$ cat config.mk
export PLATFORM = sky130hd
export DESIGN_NAME = psa_ctrl
export DESIGN_NICKNAME = d
export VERILOG_FILES = /design/src/rtl/pow2_segregated_free_list_allocator_top_defines.svh /design/src/rtl/psa_pkg.sv /design/src/rtl/psa_ctrl.sv
export SDC_FILE = /design/constraint.sdc
export NUM_CORES = 2
export LEC_CHECK = 0
export BUFFER_PORTS_ARGS = -buffer_cell sky130_fd_sc_hd__clkbuf_2
export CAP_MARGIN = 20
export CORE_MARGIN = 2
export CORE_UTILIZATION = 55
export CTS_CLUSTER_SIZE = 30
export DETAILED_ROUTE_END_ITERATION = 12
export PLACE_DENSITY = 0.75
export SLEW_MARGIN = 20
export SYNTH_ARGS = -nofsm -noshare
export SYNTH_HDL_FRONTEND = slang
export SYNTH_SLANG_ARGS = --single-unit
$ cat constraint.sdc
create_clock -name clk -period 28.9 [get_ports clk]
set_clock_uncertainty 0.1 [all_clocks]
set_input_delay 1.445 -clock clk [delete_from_list [all_inputs] [get_ports clk]]
set_output_delay 1.445 -clock clk [all_outputs]
set_load 0.02 [all_outputs]
$ cat src/rtl/pow2_segregated_free_list_allocator_top_defines.svh
// Assertion macros for the size-class allocator
`ifndef POW2_SEGREGATED_FREE_LIST_ALLOCATOR_TOP_DEFINES_SVH
`define POW2_SEGREGATED_FREE_LIST_ALLOCATOR_TOP_DEFINES_SVH
// assert that a condition implies a consequence on the next edge
`define PSA_ASSERT_NEXT(label, cond, cons, msg) \
  label: assert property (@(posedge clk) disable iff (rst) (cond) |=> (cons)) else $error(msg);
// assert that a condition implies a consequence on the same edge
`define PSA_ASSERT_NOW(label, cond, cons, msg) \
  label: assert property (@(posedge clk) disable iff (rst) (cond) |-> (cons)) else $error(msg);
`endif

$ cat src/rtl/psa_pkg.sv
// Shared types and constants of the size-class allocator
package psa_pkg;
  localparam int NumClasses = 32;
  localparam int StackDepth = 256;
  localparam int ClsW = $clog2(NumClasses);
  localparam int PtrW = $clog2(StackDepth);
  localparam int CntW = PtrW + 1;
  localparam int StoreDepth = NumClasses * StackDepth;
  localparam int StoreAw = $clog2(StoreDepth);
  localparam logic [ClsW-1:0] MaxCls = ClsW'(NumClasses - 1);
  localparam logic [4:0] MinClass = 5'd4;

  localparam logic [1:0] CmdIdxFresh = 2'd0;
  localparam logic [1:0] CmdIdxBase = 2'd1;
  localparam logic [1:0] CmdIdxLimit = 2'd2;

  localparam logic [1:0] StOk = 2'd0;
  localparam logic [1:0] StOut = 2'd1;
  localparam logic [1:0] StFull = 2'd2;

  localparam logic CmdAlloc = 1'b0;
  localparam logic CmdFree = 1'b1;

  typedef enum logic [2:0] {
    S_IDLE, S_SCAN, S_READ, S_WAIT, S_SPLIT, S_DONE
  } state_t;

  typedef struct packed {
    logic we;
    logic [StoreAw-1:0] waddr;
    logic [31:0] wdata;
    logic re;
    logic [StoreAw-1:0] raddr;
  } store_req_t;

  function automatic logic [StoreAw-1:0] store_addr(logic [ClsW-1:0] c, logic [PtrW-1:0] p);
    return {c, p};
  endfunction
endpackage

$ cat src/rtl/psa_ctrl.sv
// Allocation sequencer: free pushes, class search, pop, split pushes, bump carving
module psa_ctrl (
  input  logic                clk,
  input  logic                rst,
  input  logic                cfg_we,
  input  logic [1:0]          cfg_index,
  input  logic [31:0]         cfg_data,
  input  logic                in_valid,
  output logic                in_ready,
  input  logic                cmd,
  input  logic [31:0]         block_size,
  input  logic [31:0]         free_addr,
  output logic                out_valid,
  input  logic                out_ready,
  output logic [31:0]         block_addr,
  output logic [31:0]         granted_size,
  output logic [1:0]          status,
  output psa_pkg::store_req_t store_req,
  input  logic [31:0]         store_rdata,
  output psa_pkg::state_t     state_o
);
  import psa_pkg::*;

  state_t state, state_next;
  logic [4:0] fresh_class;
  logic [31:0] region_base, region_limit;
  logic [32:0] bump_pointer;
  logic [CntW-1:0] fill [NumClasses];
  logic [ClsW-1:0] req, cur;
  logic [31:0] p;
  logic [31:0] res_addr, res_size;
  logic [1:0] res_st;

  logic [5:0] size_cls, req_cls;
  logic [32:0] sz;
  logic [ClsW-1:0] fc;
  logic [ClsW-1:0] fresh_cur;
  logic [32:0] end_addr;
  logic [ClsW-1:0] lower;
  logic lower_full;

  always_comb begin
    sz = {1'b0, block_size};
    size_cls = 6'd0;
    for (int i = 1; i < 32; i++) begin
      if (sz[i]) size_cls = 6'(i);
    end
    req_cls = {1'b0, MinClass};
    for (int i = 5; i < 33; i++) begin
      if (sz > (33'd1 << (i - 1))) req_cls = 6'(i);
    end
    fc = ({1'b0, fresh_class} >= 6'(NumClasses)) ? MaxCls : ClsW'(fresh_class);
    fresh_cur = (req > fc) ? req : fc;
    end_addr = bump_pointer + ((33'd1 << fresh_cur) - 33'd1);
    lower = cur - ClsW'(1);
    lower_full = (fill[lower] >= CntW'(StackDepth));
  end

  always_ff @(posedge clk) begin
    if (rst) begin
      state <= S_IDLE;
      fresh_class <= 5'd16;
      region_base <= '0;
      region_limit <= '1;
      bump_pointer <= '0;
      for (int i = 0; i < NumClasses; i++) fill[i] <= '0;
    end else begin
      state <= state_next;
      if (cfg_we) begin
        unique case (cfg_index)
          CmdIdxFresh: fresh_class <= cfg_data[4:0];
          CmdIdxBase: begin
            region_base <= cfg_data;
            bump_pointer <= {1'b0, cfg_data};
          end
          CmdIdxLimit: region_limit <= cfg_data;
          default: ;
        endcase
      end
      unique case (state)
        S_IDLE: if (in_valid) begin
          res_addr <= '0;
          res_size <= '0;
          if (cmd == CmdFree) begin
            if (block_size != 32'd0 && size_cls < 6'(NumClasses)
                && fill[ClsW'(size_cls)] >= CntW'(StackDepth)) begin
              res_st <= StFull;
            end else begin
              res_st <= StOk;
              if (block_size != 32'd0 && size_cls < 6'(NumClasses)) begin
                fill[ClsW'(size_cls)] <= fill[ClsW'(size_cls)] + CntW'(1);
              end
            end
          end else if (block_size > 32'h8000_0000 || req_cls >= 6'(NumClasses)) begin
            res_st <= StOut;
          end else begin
            res_st <= StOk;
            req <= ClsW'(req_cls);
            cur <= ClsW'(req_cls);
          end
        end
        S_SCAN: begin
          if (fill[cur] != '0) begin
            fill[cur] <= fill[cur] - CntW'(1);
          end else if (cur == MaxCls) begin
            if (end_addr > {1'b0, region_limit}) begin
              res_st <= StOut;
            end else begin
              p <= bump_pointer[31:0];
              bump_pointer <= bump_pointer + (33'd1 << fresh_cur);
              cur <= fresh_cur;
            end
          end else begin
            cur <= cur + ClsW'(1);
          end
        end
        S_WAIT: p <= store_rdata;
        S_SPLIT: begin
          if (cur != req) begin
            cur <= lower;
            if (lower_full) res_st <= StFull;
            else fill[lower] <= fill[lower] + CntW'(1);
          end else begin
            res_addr <= p;
            res_size <= 32'd1 << req;
          end
        end
        default: ;
      endcase
    end
  end

  always_comb begin
    state_next = state;
    in_ready = 1'b0;
    out_valid = 1'b0;
    store_req = '0;
    unique case (state)
      S_IDLE: begin
        in_ready = 1'b1;
        if (in_valid) begin
          if (cmd == CmdFree) begin
            state_next = S_DONE;
            if (block_size != 32'd0 && size_cls < 6'(NumClasses)
                && fill[ClsW'(size_cls)] < CntW'(StackDepth)) begin
              store_req.we = 1'b1;
              store_req.waddr = store_addr(ClsW'(size_cls), fill[ClsW'(size_cls)][PtrW-1:0]);
              store_req.wdata = free_addr;
            end
          end else if (block_size > 32'h8000_0000 || req_cls >= 6'(NumClasses)) begin
            state_next = S_DONE;
          end else begin
            state_next = S_SCAN;
          end
        end
      end
      S_SCAN: begin
        if (fill[cur] != '0) begin
          state_next = S_READ;
          store_req.re = 1'b1;
          store_req.raddr = store_addr(cur, PtrW'(fill[cur] - CntW'(1)));
        end else if (cur == MaxCls) begin
          state_next = (end_addr > {1'b0, region_limit}) ? S_DONE : S_SPLIT;
        end
      end
      S_READ: state_next = S_WAIT;
      S_WAIT: state_next = S_SPLIT;
      S_SPLIT: begin
        if (cur != req) begin
          if (!lower_full) begin
            store_req.we = 1'b1;
            store_req.waddr = store_addr(lower, fill[lower][PtrW-1:0]);
            store_req.wdata = p + (32'd1 << lower);
          end
        end else begin
          state_next = S_DONE;
        end
      end
      S_DONE: begin
        out_valid = 1'b1;
        if (out_ready) state_next = S_IDLE;
      end
      default: state_next = S_IDLE;
    endcase
  end

  assign block_addr = res_addr;
  assign granted_size = res_size;
  assign status = res_st;
  assign state_o = state;
endmodule

# Word-level counts from Yosys, hierarchy flattened
# Memory sizes are Yosys's and may differ from the RTL's. A register that Yosys moved wholly into a read port is not among the register bits.
# Index checks and enable logic that the tools add are counted.
[op_classes]
eq_ne = 22
n_shift = 3
bitwise = 3
muxes = 140
order_cmp = 36
add_sub_neg = 9
n_reduce_logical = 22
[op_table]
columns = ["op", "n"]
rows = [
  ["$mux W6", 55],
  ["$mux W46", 5],
  ["$mux W33", 6],
  ["$mux W32", 6],
  ["$pmux W32 S2", 3],
  ["$pmux W46 S2", 1],
  ["$add A33 B33 Y33", 2],
  ["$gt A32 B32 Y1 const B", 2],
  ["$shl A1 B5 Y32 const A", 2],
  ["$mux W5", 12],
  ["$gt A33 B32 Y1", 1],
  ["$shl A1 B5 Y33 const A", 1],
  ["$sub A33 B1 Y33 const B", 1],
  ["$add A32 B32 Y32", 1],
  ["$gt A32 B10 Y1 const B", 1],
  ["$gt A32 B11 Y1 const B", 1],
  ["$gt A32 B12 Y1 const B", 1],
  ["$gt A32 B13 Y1 const B", 1],
  ["$gt A32 B14 Y1 const B", 1],
  ["$gt A32 B15 Y1 const B", 1],
  ["$gt A32 B16 Y1 const B", 1],
  ["$gt A32 B17 Y1 const B", 1],
  ["$gt A32 B18 Y1 const B", 1],
  ["$gt A32 B19 Y1 const B", 1],
  ["other kinds (57)", 127],
]
[totals]
mem_bits_rw = 288
register_bits = 181
output_inout_bits = 131
mem_count = 1
[mem_list]
columns = ["memory", "words", "word_bits", "read_ports", "rd_clocked_by_memory_dff", "write_ports", "line_no", "text"]
rows = [
  ["fill", 32, 9, 3, 1, 32, "psa_ctrl.sv:28", "logic [CntW-1:0] fill [NumClasses];"],
]

# Depth between registers and ports, before layout
[logic_depth]
depth_word = 44
depth_mapped = 43

# Least setup slack after synthesis
# OpenSTA, ideal clock, no wires.
[synth_timing]
kind = "reg2reg"
start = "reg req[0]"
end = "reg p[0] (enable)"
path_buffers = 2
setup_slack_ps = 19319
setup_time_ps = 461
t_arrival_ps = 9020
path_stages_with_launch = 39
period_less_slack_ps = 9581
cell_sequence = "edfxtp_1 -> clkbuf_1 -> inv_1 -> ha_1 -> inv_1 -> a21oi_1 -> o21ai_0 -> o21a_1 -> clkbuf_1 -> mux2i_1 -> nand2_1 -> nor2_1 -> nand2_1 -> ha_1 -> inv_1 -> ha_1 -> inv_1 -> fa_1 -> [... 3 more ...] -> a31oi_1 -> a41oi_1 -> a211o_1 -> nor3_1 -> o31a_1 -> o21ai_0 -> nand2b_1 -> a31o_2 -> a21oi_1 -> xnor2_1 -> ha_1 -> nand2_1 -> nor4_1 -> a311o_1 -> nand2_1 -> nor2_1 -> a21oi_1 -> nor3_1"
[synth_via]
elab_chain_len = 8
[synth_rtl]
columns = ["element", "line_no", "text"]
rows = [
  ["start: declaration", "psa_ctrl.sv:29", "logic [ClsW-1:0] req, cur;"],
  ["start signal: assignment", "psa_ctrl.sv:98", "req <= ClsW'(req_cls);"],
  ["$gt A5 B5 Y1", "psa_ctrl.sv:53", "fresh_cur = (req > fc) ? req : fc;"],
  ["$mux W5 *", "psa_ctrl.sv:53", ""],
  ["$shl A1 B5 Y33 *", "psa_ctrl.sv:54", "end_addr = bump_pointer + ((33'd1 << fresh_cur) - 33'd1);"],
  ["$sub A33 B1 Y33 *", "psa_ctrl.sv:54", ""],
  ["$add A33 B33 Y33 *", "psa_ctrl.sv:54", ""],
  ["$gt A33 B32 Y1 *", "psa_ctrl.sv:106", "if (end_addr > {1'b0, region_limit}) begin"],
  ["$ne A2 B2 Y1 (no source line) *", "n/a", ""],
  ["$reduce_and A5 Y1 (no source line) *", "n/a", ""],
  ["end signal: assignment", "psa_ctrl.sv:109", "p <= bump_pointer[31:0];"],
  ["end signal: assignment", "psa_ctrl.sv:117", "S_WAIT: p <= store_rdata;"],
  ["end: declaration", "psa_ctrl.sv:30", "logic [31:0] p;"],
]
# Mark *: on every way between the ends. The rest lies on a longest branch, timed or not.
# A chain may end at the register's enable or synchronous reset.

# Worst setup path after layout
[layout_timing]
start = "reg req[3]"
end = "reg bump_pointer[32]"
[layout_via]
elab_chain_len = 10
elab_cells_between_ends = 11
cone_classes = "3 x add/sub; 2 x order compare; 1 x shift; 5 x mux"
[layout_rtl]
columns = ["element", "line_no", "text"]
rows = [
  ["$gt A5 B5 Y1", "psa_ctrl.sv:53", ""],
  ["$mux W5 *", "psa_ctrl.sv:53", ""],
  ["$shl A1 B5 Y33 *", "psa_ctrl.sv:54, psa_ctrl.sv:110", ""],
  ["$sub A33 B1 Y33", "psa_ctrl.sv:54", ""],
  ["$add A33 B33 Y33", "psa_ctrl.sv:54", ""],
  ["$gt A33 B32 Y1", "psa_ctrl.sv:106", ""],
  ["$mux W33 *", "psa_ctrl.sv:106", ""],
  ["$mux W33 *", "psa_ctrl.sv:105", "end else if (cur == MaxCls) begin"],
  ["$mux W33 *", "psa_ctrl.sv:103", "if (fill[cur] != '0) begin"],
  ["$mux W33 *", "psa_ctrl.sv:80", "unique case (state)"],
  ["end signal: assignment", "psa_ctrl.sv:74", "bump_pointer <= {1'b0, cfg_data};"],
  ["end signal: assignment", "psa_ctrl.sv:110", "bump_pointer <= bump_pointer + (33'd1 << fresh_cur);"],
  ["end: declaration", "psa_ctrl.sv:27", "logic [32:0] bump_pointer;"],
]
# Marked as above.

==> metrics.txt <==
outcome finished clean; DR top layer met5; Mapped Cells 3338; Hold WS about 0.40 ns; All-Layer GR Usage 36.1%; fin crit share 32.1%; Fin. Hold Viols 0; Slew headroom 22.8%; worst skew pair latency about 0.63 ns; min cycle time layout 9.27 ns; Initial Utilization 55.8%; Hold Buf Count CTS 0; Synth Warn # 0; most common cell after layout, fill and taps aside nor2_1; Seq cells post-synth about 470; Fillers 4979; Flop pwr share 30.5%; worst path arrival time 9.72 ns; clock buffer depth 3; Crit Path Category flop to flop; Final Cell Area 37500 µm²; DRT Pass-1 Iters 8; Setup TNS 0 ns; asr flop ratio synth 0%; overall power between 2 and 3 mW; Req. time, crit path 29.34 ns; Synth top area share 35.2%; sw power 1.16 mW; DR iter-0 viols 3924; met2 routed WL around 52000 µm; leading area contributor after synthesis edfxtp_1; most frequent cells in the layout nor2_1 (502), edfxtp_1 (396), nand2_1 (321); max cap viols 0; Distinct cells, synth 76; layout cells sized above 1 about a fifth; H-tree Lvls 2; Cell Int Power approximately 1.6 mW; routed wl met3 about 15000 µm; initial antenna violation count 1; DRC Markers 0; RSZ-0062 raised after global routing no; Setup crit end kind flop; Mapped Avg Cell Area 10.1 µm²; top post-synthesis cells by area edfxtp_1 (35%), mux4_2 (13%), ha_1 (6.4%), nor2_1 (5.6%), dfxtp_1 (4.6%); clock transition at the registers of the reported paths 0.06 ns; Final Util around 62%; layout net count 3833; Sequential Area around 13000 µm²; dpl cell area around 36000 µm²; Area Growth Syn to Fin 10.9%; Post-synth EDFFs 396; HP Class flop to flop; Leak 15.6 nW; Cell Count Post-Placement 4247; # IOs 267; clk sinks 474; Sw Share 41.3%; worst slack at placement 19.76 ns; delay of the slowest critical-path stage 0.59 ns; post-route ant nets 0; WL per Instance 26.7 µm; Slew @ Worst Pin 1.15 ns; vias in the first global route roughly 27000; CTS root buffer clkbuf_16; Most common cell on crit path ha_1; Die ar. 63400 µm²; Slew Viols, Final 0; mapped cell area approximately 34000 µm²; total vias in the final route a little under 30000; Max FO, Critical Path 67; Max Fclk roughly 0.11 GHz; Clock Power Share 23.7%; Antenna diodes 0; Finished Layout Cells 4342; sequential share of the synthesized area between 30% and 40%; wl on met1 40700 µm; WL final 116000 µm; first-pass GRT wire length 171000 µm; combinational power share a little under half; chip height 252 µm; GR Overflow Total 0; post_cts resized 0; multi-input logic area 18900 µm²; gpl congestion ~1.0; Num CTS Buffers between 50 and 60; Top FF cell, synth edfxtp_1; Die X-Extent around 250 µm; Core Rows 90; Final setup viols 0; TritonCTS clock tree yes; slowest stage cell on the critical path edfxtp_1; Setup Buffers After CTS 0; IO Port Bufs 266; worst setup margin 19.63 ns; core area 60600 µm²; largest net degree at the start of global routing 73; Critical Path Start Type flop; Synthesized Nets 3651; Vias/cell 6.67; hpwl dp 83400 µm; Pwr Density 74.7 nW/µm²; peak supply drop about 54 µV
[cell usage after synthesis, drive strengths merged (78+ instances only)]
| cell | n |
|---|---|
| o21ai | 120 |
| nor3 | 85 |
| inv | 224 |
| mux4 | 197 |
| nand2 | 338 |
| clkbuf | 130 |
| edfxtp | 396 |
| dfxtp | 78 |
| nor2 | 504 |
| a21oi | 171 |
| ha | 174 |
| mux2i | 124 |
[cell type report]
cell class                 count  share of cell area (%)
clock buffer                  61                    3.68
sequential                   474                    35.9
multi-input combinational   2453                    50.3
timing repair buffer         314                    4.51
tap                          782                    2.61
clock inverter                34                   0.734
inverter                     224                    2.24
[kinds of logic after synthesis]
group | share of synthesized area [%]
xor+xnor | 2.67
simple gates | 15.5
compound gates | 11.4
mux | 19.3
flops | 39.8
fa+ha+maj | 6.62
buf+inv | 4.75
[registers in the layout, summed over array words and instances (netlist names), named ones only]
name and flops:
region_limit 32, cur 5, fill 288, status 2, req 5, fc 5, p 32, state_o 3
block_addr 32, granted_size 32, bump_pointer 33
[layer usage]
layer	global-route usage (%)	vias up
li1	-	12700
met4	21.7	4
met5	0.541	-
met2	57.1	2161
met3	8.62	466
met1	45.3	13700
[path summary, 6_finish.rpt]
check,depth (start not counted),endpoint,startpoint,slack [ns]
worst max register to register,34,bump_pointer[32],req[3],19.63
worst min-delay path,2,region_limit[11],region_limit[11],0.40
worst max-delay path,34,bump_pointer[32],req[3],19.63
worst min register to register,2,region_limit[11],region_limit[11],0.40
[worst max-delay path, delay by kind of cell, from the launching register on]
| family | cells | cell delay (ns) |
|---|---|---|
| fa+ha+maj | 5 | 1.44 |
| compound gates | 13 | 3.78 |
| simple gates | 11 | 2.05 |
| buf+inv | 3 | 0.67 |
| flops | 1 | 0.59 |
| xor+xnor | 1 | 0.09 |
| mux | 1 | 0.48 |
[power groups by stage]
stage / combinational [mW] / clock [mW] / sequential, mW
3_3_place_gp: 1.23 / 0 / 0.865
4_1_cts: 1.24 / 0.662 / 0.853
2_1_floorplan: 0.847 / 0 / 0.856
5_1_grt: 1.33 / 0.687 / 0.861
6_report: 1.28 / 0.662 / 0.855
3_5_place_dp: 1.23 / 0 / 0.867
(Power assumes the default switching activity.)
